<file path="src/rtl/cbmt_pkg.sv">
// Shared constants, types and the memory request struct of the counter bank max tracker.
`timescale 1ns / 1ps
`default_nettype none

package cbmt_pkg;

	// Bank geometry.
	localparam int NUM_COUNTERS = 64;
	localparam int COUNT_WIDTH  = 16;

	// Field widths of the item and result ports.
	localparam int IDX_W  = 6;
	localparam int KIND_W = 2;
	localparam int HOLD_W = 7;

	// Address width of the counter memory and width of the scan counter,
	// which must also hold NUM_COUNTERS itself.
	localparam int ADDR_W = $clog2(NUM_COUNTERS);
	localparam int SCAN_W = ADDR_W + 1;

	typedef logic signed [COUNT_WIDTH-1:0] count_t;

	localparam count_t CNT_TOP    = {1'b0, {(COUNT_WIDTH-1){1'b1}}};
	localparam count_t CNT_BOTTOM = {1'b1, {(COUNT_WIDTH-1){1'b0}}};

	// Operation codes of the kind field.
	localparam logic [KIND_W-1:0] KIND_INC   = 2'd0;
	localparam logic [KIND_W-1:0] KIND_DEC   = 2'd1;
	localparam logic [KIND_W-1:0] KIND_CLR   = 2'd2;
	localparam logic [KIND_W-1:0] KIND_QUERY = 2'd3;

	// One read port and one write port of the counter memory.
	typedef struct packed {
		logic              rd_en;
		logic [ADDR_W-1:0] rd_addr;
		logic              wr_en;
		logic [ADDR_W-1:0] wr_addr;
		count_t            wr_data;
	} store_req_t;

endpackage

`default_nettype wire

</file>
<file path="src/rtl/cbmt_store.sv">
// Counter memory with registered read and per-entry valid bits for the zero reset.
`timescale 1ns / 1ps
`default_nettype none

module cbmt_store
	import cbmt_pkg::*;
(
	input  wire logic       clk,
	input  wire logic       arst_n,
	input  wire store_req_t req,
	output count_t          rd_data
);

	count_t                  mem [NUM_COUNTERS];
	logic [NUM_COUNTERS-1:0] vld_q;
	count_t                  rd_mem_s1;
	logic                    rd_vld_s1;

	always_ff @(posedge clk) begin
		if (req.wr_en) begin
			mem[req.wr_addr] <= req.wr_data;
		end
		if (req.rd_en) begin
			rd_mem_s1 <= mem[req.rd_addr];
		end
	end

	// An entry that was never written since reset reads as zero.
	always_ff @(posedge clk or negedge arst_n) begin
		if (!arst_n) begin
			vld_q     <= '0;
			rd_vld_s1 <= 1'b0;
		end else begin
			if (req.wr_en) begin
				vld_q[req.wr_addr] <= 1'b1;
			end
			if (req.rd_en) begin
				rd_vld_s1 <= vld_q[req.rd_addr];
			end
		end
	end

	assign rd_data = rd_vld_s1 ? rd_mem_s1 : '0;

endmodule

`default_nettype wire

</file>
<file path="src/rtl/counter_bank_max_tracker_core.sv">
// Top level of the counter bank max tracker: sequencer, maximum tracking and result register.
//
//   channel | signals                          | direction
//   --------+----------------------------------+----------
//   request | req_valid req_stall kind index   | in
//   result  | rsp_valid rsp_stall value        | out
//           | max_value max_holders            |
//
// An item passes through accept, read-modify-write and finish when the
// maximum and its holder count can be updated from the old and new value.
// When the item takes the value away from the only counter at the maximum,
// the memory's single read port scans all 64 counters, one per cycle,
// between the read-modify-write and the finish step.
// After reset every counter reads as zero through cleared valid bits, so
// no clearing pass is needed. A stalled result waits in the output register
// while the next item is already accepted and processed.
`timescale 1ns / 1ps
`default_nettype none

module counter_bank_max_tracker_core
	import cbmt_pkg::*;
(
	input  wire logic              clk,
	input  wire logic              arst_n,
	input  wire logic              req_valid,
	output logic                   req_stall,
	input  wire logic [KIND_W-1:0] kind,
	input  wire logic [IDX_W-1:0]  index,
	output logic                   rsp_valid,
	input  wire logic              rsp_stall,
	output count_t                 value,
	output count_t                 max_value,
	output logic [HOLD_W-1:0]      max_holders
);

	// Sequencer states.
	localparam logic [1:0] S_IDLE = 2'd0;
	localparam logic [1:0] S_MOD  = 2'd1;
	localparam logic [1:0] S_SCAN = 2'd2;
	localparam logic [1:0] S_DONE = 2'd3;

	logic [1:0]        state_q;
	logic [KIND_W-1:0] kind_q;
	logic [ADDR_W-1:0] idx_q;
	logic              in_range_q;
	count_t            shown_q;

	// Tracked maximum and how many counters hold it.
	count_t            max_q;
	logic [HOLD_W-1:0] holders_q;

	// Rescan bookkeeping.
	logic [SCAN_W-1:0] scan_q;
	logic              pend_s1;
	count_t            best_q;
	logic [HOLD_W-1:0] cnt_q;

	store_req_t req;
	count_t     rd_data;
	count_t     new_val;
	logic       in_range;
	logic       scan_first;
	count_t     acc_best;
	logic [HOLD_W-1:0] acc_cnt;

	cbmt_store u_store (
		.clk     (clk),
		.arst_n  (arst_n),
		.req     (req),
		.rd_data (rd_data)
	);

	assign req_stall = (state_q != S_IDLE);
	assign in_range  = ({1'b0, index} < (IDX_W+1)'(NUM_COUNTERS));

	// Saturating update of the addressed counter.
	always_comb begin
		new_val = rd_data;
		case (kind_q)
			KIND_INC:   new_val = (rd_data != CNT_TOP) ? rd_data + count_t'(1) : rd_data;
			KIND_DEC:   new_val = (rd_data != CNT_BOTTOM) ? rd_data - count_t'(1) : rd_data;
			KIND_CLR:   new_val = '0;
			KIND_QUERY: new_val = rd_data;
		endcase
	end

	// Memory port use: the addressed read on acceptance, the write-back in
	// the modify step, and the sequential reads of a rescan.
	always_comb begin
		req = '0;
		unique case (state_q)
			S_IDLE: begin
				req.rd_en   = req_valid;
				req.rd_addr = index[ADDR_W-1:0];
			end
			S_MOD: begin
				req.wr_en   = in_range_q;
				req.wr_addr = idx_q;
				req.wr_data = new_val;
			end
			S_SCAN: begin
				req.rd_en   = (scan_q != SCAN_W'(NUM_COUNTERS));
				req.rd_addr = scan_q[ADDR_W-1:0];
			end
			S_DONE: begin
				req = '0;
			end
			default: begin
				req = '0;
			end
		endcase
	end

	// Running maximum of the rescan. The data of address k arrives while the
	// scan counter already reads k + 1, so the first word shows at one.
	assign scan_first = (scan_q == SCAN_W'(1));

	always_comb begin
		if (scan_first || (rd_data > best_q)) begin
			acc_best = rd_data;
			acc_cnt  = HOLD_W'(1);
		end else if (rd_data == best_q) begin
			acc_best = best_q;
			acc_cnt  = cnt_q + HOLD_W'(1);
		end else begin
			acc_best = best_q;
			acc_cnt  = cnt_q;
		end
	end

	always_ff @(posedge clk) begin
		if (state_q == S_IDLE && req_valid) begin
			kind_q <= kind;
			idx_q  <= index[ADDR_W-1:0];
		end
		if (state_q == S_MOD) begin
			shown_q <= in_range_q ? new_val : '0;
		end
		if (state_q == S_SCAN && pend_s1) begin
			best_q <= acc_best;
			cnt_q  <= acc_cnt;
		end
	end

	always_ff @(posedge clk or negedge arst_n) begin
		if (!arst_n) begin
			state_q     <= S_IDLE;
			in_range_q  <= 1'b0;
			max_q       <= '0;
			holders_q   <= HOLD_W'(NUM_COUNTERS);
			scan_q      <= '0;
			pend_s1     <= 1'b0;
			rsp_valid   <= 1'b0;
			value       <= '0;
			max_value   <= '0;
			max_holders <= '0;
		end else begin
			// Outside the finish step a taken result simply leaves.
			if (rsp_valid && !rsp_stall && (state_q != S_DONE)) begin
				rsp_valid <= 1'b0;
			end
			unique case (state_q)
				S_IDLE: begin
					if (req_valid) begin
						in_range_q <= in_range;
						state_q    <= S_MOD;
					end
				end
				S_MOD: begin
					state_q <= S_DONE;
					// The maximum follows from the old and new value alone,
					// except when its only holder drops below it.
					if (in_range_q) begin
						if (new_val > max_q) begin
							max_q     <= new_val;
							holders_q <= HOLD_W'(1);
						end else if (new_val == max_q) begin
							if (rd_data != max_q) begin
								holders_q <= holders_q + HOLD_W'(1);
							end
						end else if (rd_data == max_q) begin
							if (holders_q == HOLD_W'(1)) begin
								scan_q  <= '0;
								pend_s1 <= 1'b0;
								state_q <= S_SCAN;
							end else begin
								holders_q <= holders_q - HOLD_W'(1);
							end
						end
					end
				end
				S_SCAN: begin
					if (scan_q != SCAN_W'(NUM_COUNTERS)) begin
						scan_q  <= scan_q + SCAN_W'(1);
						pend_s1 <= 1'b1;
					end else begin
						pend_s1 <= 1'b0;
					end
					if (pend_s1 && scan_q == SCAN_W'(NUM_COUNTERS)) begin
						max_q     <= acc_best;
						holders_q <= acc_cnt;
						state_q   <= S_DONE;
					end
				end
				S_DONE: begin
					// The result register takes the new result once the
					// previous one is gone or leaves in this cycle.
					if (!rsp_valid || !rsp_stall) begin
						rsp_valid   <= 1'b1;
						value       <= shown_q;
						max_value   <= max_q;
						max_holders <= holders_q;
						state_q     <= S_IDLE;
					end
				end
				default: begin
					state_q <= S_IDLE;
				end
			endcase
		end
	end

	// An accepted item always goes to its read-modify-write step next.
	a_accept_mod: assert property (@(posedge clk) disable iff (!arst_n)
		(req_valid && !req_stall) |=> (state_q == S_MOD))
		else $error("accepted item did not enter the modify step");

	// At least one counter and at most all of them hold the maximum.
	a_holders_range: assert property (@(posedge clk) disable iff (!arst_n)
		(holders_q != '0) && (holders_q <= HOLD_W'(NUM_COUNTERS)))
		else $error("holder count out of range");

	// A new result appears only from the finish step.
	a_rsp_from_done: assert property (@(posedge clk) disable iff (!arst_n)
		$rose(rsp_valid) |-> ($past(state_q) == S_DONE))
		else $error("result raised outside the finish step");

endmodule

`default_nettype wire

</file>
<file path="config.mk">
export PLATFORM = sky130hd
export DESIGN_NAME = counter_bank_max_tracker_core
export DESIGN_NICKNAME = d
export VERILOG_FILES = /design/src/rtl/cbmt_pkg.sv /design/src/rtl/cbmt_store.sv /design/src/rtl/counter_bank_max_tracker_core.sv
export SDC_FILE = /design/constraint.sdc
export NUM_CORES = 2
export LEC_CHECK = 0
export BUFFER_PORTS_ARGS = -buffer_cell sky130_fd_sc_hd__buf_2
export CAP_MARGIN = 0
export CORE_ASPECT_RATIO = 0.5
export CORE_UTILIZATION = 50
export DETAILED_ROUTE_END_ITERATION = 10
export MAX_ROUTING_LAYER = met4
export PLACE_DENSITY = 0.76
export SLEW_MARGIN = 25
export SYNTH_ARGS = -nofsm -noshare
export SYNTH_HDL_FRONTEND = slang
export SYNTH_SLANG_ARGS = --single-unit
</file>
<file path="constraint.sdc">
create_clock -name clk -period 5.96 [get_ports clk]
set_input_delay 1.192 -clock clk [delete_from_list [all_inputs] [get_ports clk]]
set_output_delay 1.192 -clock clk [all_outputs]
set_load 0.1 [all_outputs]
</file>
==> results.toml <==
[run_status]
status = "finished clean"

[timing]
setup_viol = 0
fin_ws_ps = 426
tns_ps = 0
post-route-period-util_pct = 92.9
fin_hold_ws_ps = 386
worst_slew_pin_slew_ps = 1080
fin_skew_ps = 36.8
fmax_mhz = 181
rsz0062_at_grt = "no"
period_needed_ps = 5530
hold_violations = 0
maxSlewHeadroom_pct = 27.8
slew_viol_final = 0

[setup_path]
cp_common_cell = "nand2_1"
cp_cell_sequence = "nand2_1 -> inv_1 -> ha_1 -> nand2_1 -> nor4_1 -> nand2_1 -> nand3_1 -> xnor2_1 -> a22oi_1 -> inv_1 -> ha_1 -> nand4_1 -> a2111o_1 -> o211ai_1 -> mux2i_1 -> o21ai_4 -> a21oi_4 -> mux2_4"
worstReg2RegStart = "u_store.rd_mem_s1[1]"
worstReg2RegEnd = "holders_q[0]"
setup.worst_path.end_class = "flip-flop"
cpPeakStageDelay_ps = 500
crit_arrival_ps = 6120
worstSetupPathType = "flip-flop to flip-flop"
crit_cells = 18
critPathRequiredTime_ps = 6550
reg2reg_slack_ps = 430
critPathSlowestCell = "mux2i_1"
timing.critical_path.buf_inv = 2
cp-start-kind = "flip-flop"
cp_top_family = "simple AND/OR/NAND/NOR gates"
crit_fanout = 7
reg2reg_depth = 18

[synthesis]
synth_edf_count = 1087
synth_top_cells_by_area = "edfxtp_1 64%, mux4_2 12%, dfrtp_1 6.8%"
synth_top_flop_cell = "edfxtp_1"
ys_seq_elements = 1226
ys_warn_count = 0
yosys.area.top_type = "edfxtp_1"
avgSynthCellArea_sq_um = 17.2
synth_top_area_share_pct = 64.5
synth_nets = 3001
synth_cell_type_count = 90
async_flop_share_pct = 11.3
ys_seq_area_share_pct = 71.4
netlist_instances = 2948
syn_area_sq_um = 50600

[clocking]
cts.sinks = 1226
clk_pin_slew_ps = 70
cts-root-buf = "clkbuf_16"
cts_tree = "built"
clk_latency_ps = 730
cts_hold_buf = 0
htreeDepth = 3
clockBufferDepth = 3
cts_buffers = 103

[layout]
fill_cells = 7227
regArea_sq_um = 36100
area_growth_pct = 12.4
drive_gt1_share_pct = 25.3
multi_input_area_sq_um = 13700
finalNetCount = 3143

[power_and_ir_drop]
ir_worst_vdd_mv = 0.218
p_leak_nw = 17.4
power.density_nw_per_um2 = 290

[die]
start_util_pct = 50.5
core.rowCount = 82
die_w_microns = 452
io-pin-count = 53
core-area_sq_um = 100000
die_y_microns = 227
die-area_sq_um = 103000

[routing]
vias = 28573
drt_pre_antenna_iters = 5
dr_wl_met3_mm = 14.1
routed-wl-met2_mm = 58.7
wire_per_inst_microns = 28.5
ant_nets = 0
via_per_inst = 6.31
routed_wl_mm = 129
drcViolationCount = 0
first_iter_violations = 3508
wl_met1_mm = 52.9
routed.top_layer = "met4"

[worst_hold_path]
hold_path_class = "primary input to async pin"

[global_route]
grt_usage_pct = 26.0
first_global_vias = 27770
grt-ovfl-total = 0
antenna_found_initial = 5
grt_pass1_wl_mm = 188
grt_max_degree = 120

[placed_design]
place_ws_ps = 523
hpwl_mm = 79.5
routabilityCongestion = 0.903
port_buffers = 52

[flow_run]
cap_violations = 0
[metrics by stage]
step	cells	util (%)	total power [mW]	instance area, sq um
finish	4525	56.8	16.5	56900
global placement	4327	53.1	9.43	53200
CTS	4521	56.7	16.6	56900
floorplan	2948	-	9.40	50600
global route	4525	56.8	16.9	56900
detailed placement	4327	53.1	9.43	53200
[sequential cells by signal (all words and copies together) (netlist names)]
register           flops
in_range_q             1
u_store.mem         1024
rsp_valid              1
u_store.vld_q         64
shown_q               16
scan_q                 7
state_q                2
max_value             16
kind_q                 2
value                 16
cnt_q                  7
holders_q              7
u_store.rd_vld_s1      1
max_holders            7
pend_s1                1
idx_q                  6
best_q                16
u_store.rd_mem_s1     16
max_q                 16
[report_power, final]
part	internal, mW	switching, mW
clock network	4.08	3.15
registers	9.22	0
logic	0.00404	0.0269
[cells by family (layout without fill, tap and decap cells)]
logic type,Yosys count,count (layout),share of synthesized area (%)
buffers and inverters,227,458,1.92
other,0,2,0
xor gates and xnor gates,37,37,0.640
and+or+nand+nor,836,836,7.91
DFF,1226,1226,71.4
AOI/OAI and AO/OA,236,236,3.56
muxes,345,345,13.6
adders and majority gates,41,41,1.01
[layout by cell type (no fill, tap or decap), types with 43 or more instances in the layout]
cell / count
edfxtp_1: 1087
nand2_1: 341
mux4_2: 268
nand3_1: 166
dfrtp_1: 137
buf_4: 133
clkbuf_16: 104
nor2_1: 101
or2_2: 65
inv_1: 60
buf_2: 51
mux2_2: 43
[worst max-delay path by stage]
stage | slack (ps) | to | start
finish | 430 | holders_q[0] | u_store.rd_mem_s1[1]
global placement | 520 | scan_q[4] | u_store.rd_mem_s1[1]
global route | 20 | holders_q[0] | u_store.rd_mem_s1[1]
detailed placement | 520 | scan_q[4] | u_store.rd_vld_s1
floorplan | 940 | holders_q[0] | u_store.rd_vld_s1
CTS | 500 | scan_q[4] | u_store.rd_vld_s1
[timing repair]
action / CTS / global route
setup buffers: 0 / 0
setup endpoints to repair: 0 / 9
resized for setup: 0 / 1
[layout make-up]
class,count,area share (%)
flip-flops and latches,1226,63.5
multi-input cells,1495,24.0
clock buffers,128,4.89
well taps,1344,2.95
repair buffers,202,2.82
clock inverters,66,1.48
inverters,62,0.409
diodes,2,0.00879
[cells in the mapped netlist (all sizes together), types with 14 or more instances]
cell / n
inv: 60
nor2: 107
a21oi: 23
nand4: 21
or2: 66
o21ai: 47
mux2: 48
dfrtp: 138
xnor2: 22
mux4: 268
nand2: 341
xor2: 15
a311oi: 36
and2: 36
nor2b: 14
a31oi: 18
and3: 28
buf: 73
edfxtp: 1087
mux2i: 29
clkbuf: 92
nand3: 166
ha: 41
[per-layer routing]
metal	global-route usage [%]	vias to the layer above
met5	-	-
li1	-	11866
met1	37.1	14827
met4	6.30	0
met2	38.4	1690
met3	5.59	190
Power figures use the tool's default switching activity.
